`config.mk`:
```
export PLATFORM = sky130hd
export DESIGN_NAME = sha1_hash_engine
export DESIGN_NICKNAME = d
export VERILOG_FILES = /design/src/hdl/sha1_pkg.sv /design/src/hdl/sha1_round.sv /design/src/hdl/sha1_hash_engine.sv
export SDC_FILE = /design/constraint.sdc
export NUM_CORES = 2
export LEC_CHECK = 0
export BUFFER_PORTS_ARGS = -buffer_cell sky130_fd_sc_hd__buf_4
export CAP_MARGIN = 15
export CELL_PAD_IN_SITES_DETAIL_PLACEMENT = 1
export CELL_PAD_IN_SITES_GLOBAL_PLACEMENT = 2
export CORE_MARGIN = 1
export CORE_UTILIZATION = 48
export DETAILED_ROUTE_END_ITERATION = 8
export GPL_ROUTABILITY_DRIVEN = 0
export PLACE_DENSITY = 0.83
export SLEW_MARGIN = 10
export SYNTH_ARGS = -nofsm -noshare
export SYNTH_HDL_FRONTEND = slang
export SYNTH_SLANG_ARGS = --single-unit
```
`constraint.sdc`:
```
create_clock -name i_clk -period 34.3 [get_ports i_clk]
set_input_delay 1.715 -clock i_clk [delete_from_list [all_inputs] [get_ports i_clk]]
set_output_delay 1.715 -clock i_clk [all_outputs]
set_load 0.01 [all_outputs]
```
`src/hdl/sha1_pkg.sv`:
```
// Shared types, constants and helpers for the SHA-1 hash engine.
// Used by sha1_round and sha1_hash_engine; depends on nothing else.
package sha1_pkg;

    typedef logic [31:0] t_word;

    typedef struct packed {
        t_word a;
        t_word b;
        t_word c;
        t_word d;
        t_word e;
    } t_vars;

    localparam int WORDS_PER_BLOCK = 16;
    localparam int ROUNDS          = 80;
    localparam int DIGEST_WORDS    = 5;

    localparam logic [6:0] LAST_ROUND = 7'(ROUNDS - 1);
    localparam logic [2:0] LAST_DIGEST_IDX = 3'(DIGEST_WORDS - 1);
    localparam logic [2:0] FULL_BYTES = 3'd4;

    localparam logic [4:0][31:0] H_INIT = {
        32'hC3D2E1F0, 32'h10325476, 32'h98BADCFE, 32'hEFCDAB89, 32'h67452301
    };

    localparam t_word K_0  = 32'h5A827999;
    localparam t_word K_20 = 32'h6ED9EBA1;
    localparam t_word K_40 = 32'h8F1BBCDC;
    localparam t_word K_60 = 32'hCA62C1D6;

    localparam logic [7:0] PAD_MARKER = 8'h80;
    localparam t_word MARKER_WORD = {PAD_MARKER, 24'h0};

    // Keep the leading bytes of a partial final word and append the marker.
    function automatic t_word pad_partial(input t_word data, input logic [1:0] count);
        t_word r;
        case (count)
            2'd0:    r = {PAD_MARKER, 24'h0};
            2'd1:    r = {data[31:24], PAD_MARKER, 16'h0};
            2'd2:    r = {data[31:16], PAD_MARKER, 8'h0};
            2'd3:    r = {data[31:8], PAD_MARKER};
            default: r = '0;
        endcase
        return r;
    endfunction

endpackage

```
`src/hdl/sha1_round.sv`:
```
// One SHA-1 compression round: round function, constant and variable rotation.
// Depends on sha1_pkg.
module sha1_round (
    input  sha1_pkg::t_vars i_vars,
    input  sha1_pkg::t_word i_w,
    input  logic [6:0]      i_round,
    output sha1_pkg::t_vars o_vars
);
    import sha1_pkg::*;

    t_word f;
    t_word k;
    t_word sum;

    always_comb begin
        if (i_round < 7'd20) begin
            f = (i_vars.b & i_vars.c) | (~i_vars.b & i_vars.d);
            k = K_0;
        end else if (i_round < 7'd40) begin
            f = i_vars.b ^ i_vars.c ^ i_vars.d;
            k = K_20;
        end else if (i_round < 7'd60) begin
            f = (i_vars.b & i_vars.c) | (i_vars.b & i_vars.d) | (i_vars.c & i_vars.d);
            k = K_40;
        end else begin
            f = i_vars.b ^ i_vars.c ^ i_vars.d;
            k = K_60;
        end
        sum = {i_vars.a[26:0], i_vars.a[31:27]} + f + i_vars.e + k + i_w;
        o_vars.a = sum;
        o_vars.b = i_vars.a;
        o_vars.c = {i_vars.b[1:0], i_vars.b[31:2]};
        o_vars.d = i_vars.c;
        o_vars.e = i_vars.d;
    end

endmodule

```
`src/hdl/sha1_hash_engine.sv`:
```
// SHA-1 hash engine top level: word buffer memory, padding, round sequencer, digest output.
// Depends on sha1_pkg and sha1_round.
//
// Message words enter one per cycle into a 16-word buffer memory until the block is full.
// Each block then passes through one memory prefetch, 80 rounds of the single round unit
// and one chaining update, during which input is stalled. After the final word the engine
// writes the padding and length words one per cycle, compresses one or two closing blocks,
// and then delivers the five digest words in order, one per cycle while the output is not
// stalled. The next message may begin while the last digest word still waits.
module sha1_hash_engine (
    input  logic              i_clk,
    input  logic              i_rst_n,
    input  logic              i_in_valid,
    output logic              o_in_stall,
    input  sha1_pkg::t_word   i_data_word,
    input  logic [2:0]        i_byte_count,
    input  logic              i_last_of_message,
    output logic              o_out_valid,
    input  logic              i_out_stall,
    output sha1_pkg::t_word   o_digest_word,
    output logic [2:0]        o_word_index,
    output logic              o_last_word
);
    import sha1_pkg::*;

    localparam logic [2:0] ST_IDLE  = 3'd0;
    localparam logic [2:0] ST_PAD   = 3'd1;
    localparam logic [2:0] ST_PREP  = 3'd2;
    localparam logic [2:0] ST_ROUND = 3'd3;
    localparam logic [2:0] ST_FOLD  = 3'd4;
    localparam logic [2:0] ST_OUT   = 3'd5;

    t_word mem [WORDS_PER_BLOCK];

    logic [2:0]        r_state, n_state;
    logic [3:0]        r_fill, n_fill;
    logic [63:0]       r_len, n_len;
    logic              r_mark, n_mark;
    logic              r_pad, n_pad;
    logic              r_lenph, n_lenph;
    logic              r_final, n_final;
    logic [6:0]        r_round, n_round;
    logic [2:0]        r_oidx, n_oidx;
    logic [4:0][31:0]  r_h, n_h;
    t_vars             r_v, n_v;
    logic [15:0][31:0] r_w;
    t_word             r_rdata;
    logic              r_out_valid, n_out_valid;
    t_word             r_out_data;
    logic [2:0]        r_out_idx;
    logic              r_out_last;

    logic       in_acc;
    logic [2:0] eff_count;
    logic       mem_we;
    t_word      mem_wdata;
    logic [3:0] mem_raddr;
    t_word      w_cur;
    t_word      w_sched;
    t_vars      round_out;
    logic       out_load;

    assign o_in_stall    = (r_state != ST_IDLE);
    assign in_acc        = i_in_valid && !o_in_stall;
    assign eff_count     = (!i_last_of_message || i_byte_count > FULL_BYTES) ?
                           FULL_BYTES : i_byte_count;
    assign w_sched       = r_w[13] ^ r_w[8] ^ r_w[2] ^ r_w[0];
    assign w_cur         = (r_round < 7'(WORDS_PER_BLOCK)) ? r_rdata :
                           {w_sched[30:0], w_sched[31]};
    assign mem_raddr     = (r_state == ST_PREP) ? 4'd0 : r_round[3:0] + 4'd1;
    assign out_load      = (r_state == ST_OUT) && (!r_out_valid || !i_out_stall);

    assign o_out_valid   = r_out_valid;
    assign o_digest_word = r_out_data;
    assign o_word_index  = r_out_idx;
    assign o_last_word   = r_out_last;

    sha1_round u_round (
        .i_vars  (r_v),
        .i_w     (w_cur),
        .i_round (r_round),
        .o_vars  (round_out)
    );

    always_comb begin
        n_state     = r_state;
        n_fill      = r_fill;
        n_len       = r_len;
        n_mark      = r_mark;
        n_pad       = r_pad;
        n_lenph     = r_lenph;
        n_final     = r_final;
        n_round     = r_round;
        n_oidx      = r_oidx;
        n_h         = r_h;
        n_v         = r_v;
        n_out_valid = r_out_valid && i_out_stall;
        mem_we      = 1'b0;
        mem_wdata   = i_data_word;
        case (r_state)
            ST_IDLE: begin
                if (in_acc) begin
                    mem_we = 1'b1;
                    n_fill = r_fill + 4'd1;
                    n_len  = r_len + {58'd0, eff_count, 3'd0};
                    if (i_last_of_message) begin
                        n_pad = 1'b1;
                        if (eff_count == FULL_BYTES) begin
                            n_mark = 1'b1;
                        end else begin
                            mem_wdata = pad_partial(i_data_word, eff_count[1:0]);
                        end
                    end
                    if (r_fill == 4'(WORDS_PER_BLOCK - 1)) begin
                        n_state = ST_PREP;
                    end else if (i_last_of_message) begin
                        n_state = ST_PAD;
                    end
                end
            end
            ST_PAD: begin
                mem_we = 1'b1;
                n_fill = r_fill + 4'd1;
                if (r_mark) begin
                    mem_wdata = MARKER_WORD;
                    n_mark    = 1'b0;
                end else if (r_fill == 4'(WORDS_PER_BLOCK - 2)) begin
                    mem_wdata = r_len[63:32];
                    n_lenph   = 1'b1;
                end else if (r_fill == 4'(WORDS_PER_BLOCK - 1) && r_lenph) begin
                    mem_wdata = r_len[31:0];
                    n_final   = 1'b1;
                end else begin
                    mem_wdata = '0;
                end
                if (r_fill == 4'(WORDS_PER_BLOCK - 1)) begin
                    n_state = ST_PREP;
                end
            end
            ST_PREP: begin
                n_v.a   = r_h[0];
                n_v.b   = r_h[1];
                n_v.c   = r_h[2];
                n_v.d   = r_h[3];
                n_v.e   = r_h[4];
                n_round = '0;
                n_state = ST_ROUND;
            end
            ST_ROUND: begin
                n_v     = round_out;
                n_round = r_round + 7'd1;
                if (r_round == LAST_ROUND) begin
                    n_round = '0;
                    n_state = ST_FOLD;
                end
            end
            ST_FOLD: begin
                n_h[0] = r_h[0] + r_v.a;
                n_h[1] = r_h[1] + r_v.b;
                n_h[2] = r_h[2] + r_v.c;
                n_h[3] = r_h[3] + r_v.d;
                n_h[4] = r_h[4] + r_v.e;
                if (r_final) begin
                    n_oidx  = '0;
                    n_state = ST_OUT;
                end else if (r_pad) begin
                    n_state = ST_PAD;
                end else begin
                    n_state = ST_IDLE;
                end
            end
            ST_OUT: begin
                if (out_load) begin
                    n_out_valid = 1'b1;
                    n_oidx      = r_oidx + 3'd1;
                    if (r_oidx == LAST_DIGEST_IDX) begin
                        n_h     = H_INIT;
                        n_len   = '0;
                        n_pad   = 1'b0;
                        n_lenph = 1'b0;
                        n_final = 1'b0;
                        n_state = ST_IDLE;
                    end
                end
            end
            default: begin
                n_state = ST_IDLE;
            end
        endcase
    end

    always_ff @(posedge i_clk) begin
        if (!i_rst_n) begin
            r_state     <= ST_IDLE;
            r_fill      <= '0;
            r_len       <= '0;
            r_mark      <= 1'b0;
            r_pad       <= 1'b0;
            r_lenph     <= 1'b0;
            r_final     <= 1'b0;
            r_round     <= '0;
            r_oidx      <= '0;
            r_h         <= H_INIT;
            r_out_valid <= 1'b0;
        end else begin
            r_state     <= n_state;
            r_fill      <= n_fill;
            r_len       <= n_len;
            r_mark      <= n_mark;
            r_pad       <= n_pad;
            r_lenph     <= n_lenph;
            r_final     <= n_final;
            r_round     <= n_round;
            r_oidx      <= n_oidx;
            r_h         <= n_h;
            r_out_valid <= n_out_valid;
        end
    end

    always_ff @(posedge i_clk) begin
        r_v <= n_v;
        if (r_state == ST_ROUND) begin
            r_w <= {w_cur, r_w[15:1]};
        end
        if (out_load) begin
            r_out_data <= r_h[r_oidx];
            r_out_idx  <= r_oidx;
            r_out_last <= (r_oidx == LAST_DIGEST_IDX);
        end
    end

    always_ff @(posedge i_clk) begin
        if (mem_we) begin
            mem[r_fill] <= mem_wdata;
        end
        r_rdata <= mem[mem_raddr];
    end

    a_round_after_prep: assert property (@(posedge i_clk) disable iff (!i_rst_n)
        (r_state == ST_ROUND && $past(r_state) != ST_ROUND) |-> $past(r_state) == ST_PREP)
        else $error("rounds started without memory prefetch");

    a_fold_after_last_round: assert property (@(posedge i_clk) disable iff (!i_rst_n)
        (r_state == ST_FOLD) |-> ($past(r_state) == ST_ROUND && $past(r_round) == LAST_ROUND))
        else $error("chaining update before all rounds done");

    a_out_clean: assert property (@(posedge i_clk) disable iff (!i_rst_n)
        (r_state == ST_OUT) |-> (r_fill == 4'd0 && !r_mark && r_final))
        else $error("digest output with block buffer not drained");

    a_last_index: assert property (@(posedge i_clk) disable iff (!i_rst_n)
        (o_out_valid && o_last_word) |-> o_word_index == LAST_DIGEST_IDX)
        else $error("last digest word flagged at wrong index");

    a_idle_after_digest: assert property (@(posedge i_clk) disable iff (!i_rst_n)
        (out_load && r_oidx == LAST_DIGEST_IDX) |=> (r_state == ST_IDLE && r_len == 64'd0))
        else $error("engine not returned to start after digest");

endmodule

```
Yosys cells after proc, flatten, opt, wreduce, memory -nomap -nowiden

Memories as Yosys holds them, arrays and structs flattened. A register that Yosys moved wholly into a read port is not among the register bits.
Cells that the tools add are included.
Widths: inputs -> output; s select.

Bits in registers: 954
Output and inout port bits: 38
RAM bits: 512
Memories kept: 1
Bits of input ports: 40
Word-level logic and storage cells: 192

Equality and inequality tests: 26
Order comparisons: 6
$add $sub $neg: 14
Bitwise logic cells: 13
Mux-type cells: 66
Reductions and logical operators: 27

Memory list:

| memory | depth | width | rd ports | clocked after memory_dff | wr ports | RTL line               | source |
|---|---|---|---|---|---|---|---|
| mem    | 16    | 32    | 1        | 1                        | 1        | sha1_hash_engine.sv:33 | `t_word mem [WORDS_PER_BLOCK];` |

Operators with widths:

| operator           | number |
|---|---|
| $pmux 160 s2       | 2 |
| $mux 32            | 13 |
| $mux 160           | 2 |
| $add 32x32->32     | 9 |
| $mux 64            | 3 |
| $xor 32x32->32     | 5 |
| $and 32x32->32     | 4 |
| $pmux 32 s4        | 1 |
| $pmux 64 s2        | 1 |
| $bmux 32 s3        | 1 |
| $or 32x32->32      | 3 |
| $add 64x6->64      | 1 |
| $pmux 32 s2        | 1 |
| $mux 3             | 11 |
| $not 32->32        | 1 |
| $mux 31            | 1 |
| $ne 2x2->1 const B | 11 |
| $mux 1             | 18 |
| $pmux 3 s6         | 1 |
| $lt 7x5->1 const B | 2 |
| $lt 7x6->1 const B | 2 |
| $pmux 7 s2         | 1 |
| $eq 3x3->1 const B | 4 |
| $reduce_and 6->1   | 2 |
| other kinds (29)   | 52 |

Logic depth before layout (Yosys ltp)

Depth after elaboration: 11
Mapped depth: 27

Hierarchy

From an unflattened synthesis, not the netlist that was laid out.

Cell total of the unflattened synthesis: 5736
Area, all modules: 69151.3 sq um

By module, submodules not included:

| module           | instances | sequential area each (sq um) | area an instance (sq um) | cells an instance |
|---|---|---|---|---|
| sha1_hash_engine | 1         | 42140.4                      | 62641.3                  | 4977 |
| sha1_round       | 1         | 0.0                          | 6510.0                   | 759 |

Least setup slack after synthesis

Ideal clock, no wire load.

Path kind: reg-to-reg
Start: register r_state[2]
End: register r_w[0] (netlist bit), enable pin
Buffers on the path: 2
Setup time: 1.076 ns
Data required time: 33.224 ns
Data arrival time: 18.864 ns
Slack: 14.361 ns
Clock period less this slack: 19.939 ns
Cell stages (with the launch flop): 7
Cells stage by stage: dfxtp_1 > buf_2 > nand2b_1 > inv_1 > nand2_1 > inv_1 > clkbuf_1

Cells in the longest elaborated chain, start to end: 1

RTL lines:

| element                | RTL line                | source |
|---|---|---|
| from (decl)            | sha1_hash_engine.sv:35  | `logic [2:0] r_state, n_state;` |
| from (signal assigned) | sha1_hash_engine.sv:206 | `r_state <= n_state;` |
| $eq 3x2->1             | sha1_hash_engine.sv:222 | `if (r_state == ST_ROUND) begin` |
| to (signal assigned)   | sha1_hash_engine.sv:223 | `r_w <= {w_cur, r_w[15:1]};` |
| to (decl)              | sha1_hash_engine.sv:46  | `logic [15:0][31:0] r_w;` |

No other way between the ends.
A chain may end at the register's enable or synchronous reset.

==> flow_summary.yaml <==
layout:
  final_cells: 7528
  fillers: 14000
  stdcell_area_um2: 75500
  regArea_um2: 42100
  fin_util_pct: 54.2
  multi_input_area_um2: 23400
  layout.nets: 5886
  antenna_cells: 0
  drive_gt1_share_pct: 8.44
  synthToLayoutAreaGrowth_pct: 12.2
yosys:
  synthesis.area_um2: 67300
  synth-xor-area-share_pct: 4.26
  synth_edf_count: 1220
  synth_most_common_cell: "edfxtp_1"
  synth_seq_area_share_pct: 62.6
  synth_simple_gate_area_share_pct: 9.20
  synth_top_family_by_area: "compound AO/OA/AOI/OAI gates"
  synth_cells: 5443
  yosys.cell_types.count: 92
  synth_compound_gate_area_share_pct: 11.9
  synth_top_area_cell: "edfxtp_1"
  synth_area_leaders: "edfxtp_1, dfxtp_1, nand2_1"
  ys_warn_count: 0
  synthAdderAreaFrac_pct: 7.44
  synth_ff_type: "edfxtp_1"
  synth.top_cell.area_share_pct: 54.5
  synth_common_cells: "edfxtp_1, nand2_1, nor2_1, inv_1, dfxtp_1"
  syn_nets: 5812
  synthMuxAreaShare_pct: 1.60
  avgSynthCellArea_um2: 12.4
  ys_ff_latch: 1495
  synth-async-reset-ratio_pct: 0
min_path:
  hp-class: "reg -> reg"
  min_from: "r_w[194]$_DFFE_PP_"
  holdPathStages: 0
  holdPathEnd: "r_w[162]$_DFFE_PP_"
power:
  p_sw_share_pct: 23.5
  p_seq_share_pct: 49.3
  pwr-share-comb_pct: 7.1
  power_uw: 4070
  p_switching_uw: 954
  peakVddDrop_mv: 0.0380
  total_leakage_power_uw: 0.0275
  p_per_area_nw_per_um2: 53.9
  p_int_uw: 3110
  power.share.clock_pct: 43.6
cts:
  ctsHoldBuffers: 0
  clk_pin_slew_worst_paths_ns: 0.07
  post_cts_resize_count: 0
  cts_num_sinks: 1495
  post_cts_buffers: 0
  worstSkewPairLatency_ns: 0.80
  cts_tree: "done"
  cts_made_buffers: 160
  clockBufferDepth: 3
  ctsHtreeMaxLevel: 4
  cts_root_buf: "clkbuf_16"
flow_run:
  cap_violations: 0
sta:
  drv_slew: 0
  finClkSkew_ns: 0.0317
  post-route-period-util_pct: 20.2
  rsz0062_at_grt: "no"
  slew_headroom_pct: 19.1
  finalSetupTns_ns: 0
  worstMarginPinSlew_ns: 1.21
  fmax_mhz: 144
  fin_crit_ns: 6.94
  hold_viol_final: 0
  setup_viol: 0
global_routing:
  antenna_found_initial: 8
  grt_pass1_wl_um: 299000
  groute.usage.overall_pct: 28.5
  grt_overflow: 0
  grt_max_degree: 184
  grt_pass1_vias: 46200
setup_path:
  crit_slowest_cell: "o41ai_1"
  cp_top_family: "compound AO/OA/AOI/OAI gates"
  arrival_ns: 7.45
  cp_data_required_time_ns: 34.81
  critPathMaxStageDelay_ns: 0.61
  worstPathCellList: "o21ai_0 -> nand2_1 -> buf_4 -> inv_1 -> nor2_2 -> buf_4 -> inv_1 -> o21ai_0 -> ha_1 -> inv_1 -> fa_1 -> inv_1 -> ha_1 -> a21o_1 -> a21o_1 -> a211oi_1 -> o31ai_1 -> o41ai_1 -> a311oi_1 -> a31oi_2 -> o221ai_1 -> a221oi_1 -> xor2_1 -> o21ai_1"
  r2r-end: "r_v[158]$_DFFE_PP_"
  worstPathMaxFanout: 33
  crit_path_end_kind: "register"
  cpMostUsedCell: "inv_1"
  critPathLaunchType: "register"
  r2r_cells: 24
  crit_buf_inv: 6
  r2r-start: "r_round[3]$_SDFFE_PN0P_"
  r2r_setup_slack_ns: 27.36
  critical_path_class: "reg -> reg"
route:
  drt_iter0_drc: 3990
  wl_per_cell_um: 26.8
  vias: 44800
  firstDrtPassIters: 5
  met2WireLength_um: 93400
  dr_wl_met3_um: 13700
  maxUsedRoutingLayer: "met5"
  wl_met1_um: 88500
  postRouteAntennaNets: 0
  viasPerCell: 5.95
  drc: 0
  wirelength_um: 201000
run_status:
  outcome: "finished, final reports clean"
placement:
  numPortBuffers: 77
  place_area_um2: 70100
  dp_cells: 7231
  post-dp-hpwl_um: 130000
die:
  fp.dieW_um: 376
  io_pins: 78
  rows: 137
  die_h_um: 376
  initial_core_util_pct: 48.3
  core-area_um2: 139000
  die_area_um2: 142000
-- routing by layer --
| layer | up-vias | GRT usage, % |
|---|---|---|
| met5 | - | 0 |
| met4 | 4 | 8.69 |
| met3 | 313 | 5.22 |
| met2 | 1480 | 45.0 |
| met1 | 22900 | 40.0 |
| li1 | 20100 | - |
-- state kept, by name (all words and copies together) (netlist names), 4 cells and up --
signal and flops:
r_fill 4, r_w 512, r_round 7, o_digest_word 32
mem 512, r_v 160, r_len 61, r_rdata 32
r_h 160
-- metrics by stage --
stage	setup slack (ns)	hold WS [ns]
2_1_floorplan	14.36	0.400
3_3_place_gp	27.71	0.400
3_5_place_dp	27.42	0.406
4_1_cts	27.44	0.410
5_1_grt	27.05	0.417
6_report	27.36	0.412
-- layout make-up --
type                            instances  area share (%)
Sequential cell                      1495            55.8
Multi-Input combinational cell       3423            31.0
Clock buffer                          224            5.82
Tap cell                             1876            3.11
Timing Repair Buffer                  145            1.49
Inverter                              292            1.47
Clock inverter                         73            1.26
-- how the worst max path moves through the flow --
stage               cells past startpoint            endpoint                    start
finish                                 24  r_v[158]$_DFFE_PP_  r_round[3]$_SDFFE_PN0P_
global route                           24  r_v[158]$_DFFE_PP_  r_round[4]$_SDFFE_PN0P_
CTS                                    24  r_v[158]$_DFFE_PP_  r_round[3]$_SDFFE_PN0P_
detailed placement                     24  r_v[158]$_DFFE_PP_  r_round[3]$_SDFFE_PN0P_
global placement                       24  r_v[158]$_DFFE_PP_  r_round[2]$_SDFFE_PN0P_
floorplan                               6    r_w[0]$_DFFE_PP_  r_state[2]$_SDFFE_PN0P_
-- power groups by stage --
stage / Clock (uW) / Sequential, uW / Combinational [uW]
after floorplan: 0 / 2040 / 181
after global placement: 0 / 2040 / 273
after detailed placement: 0 / 2050 / 282
after CTS: 1800 / 2010 / 286
after global routing: 1860 / 2010 / 312
final: 1770 / 2010 / 287
-- cells in the final DEF (no fill, tap or decap), drive strengths merged, types with 19 or more instances in the layout --
cell	Yosys	layout
a221o	19	19
ha	211	211
buf	27	145
o21ai	279	279
nor2	305	305
dfxtp	275	275
a21o	96	96
nand4	29	29
a31oi	87	87
nand2	868	868
nor3	32	32
o22ai	173	173
a22oi	58	58
mux4	32	32
xnor2	217	217
xor2	110	110
a311oi	68	68
inv	292	301
mux2i	33	33
nand3	58	58
o21a	23	23
fa	118	118
and3	35	35
clkbuf	206	224
edfxtp	1220	1220
nor2b	22	22
o21bai	21	21
a211oi	51	51
clkinv	0	43
a222oi	25	25
a21oi	258	258
nand2b	28	28
-- cell families after synthesis --
family	Yosys count
AOI/OAI and AO/OA	1250
xor gates and xnor gates	327
adders and majority gates	329
buffers and inverters	525
DFF	1495
muxes	67
and+or+nand+nor	1450
(Power assumes the default switching activity.)
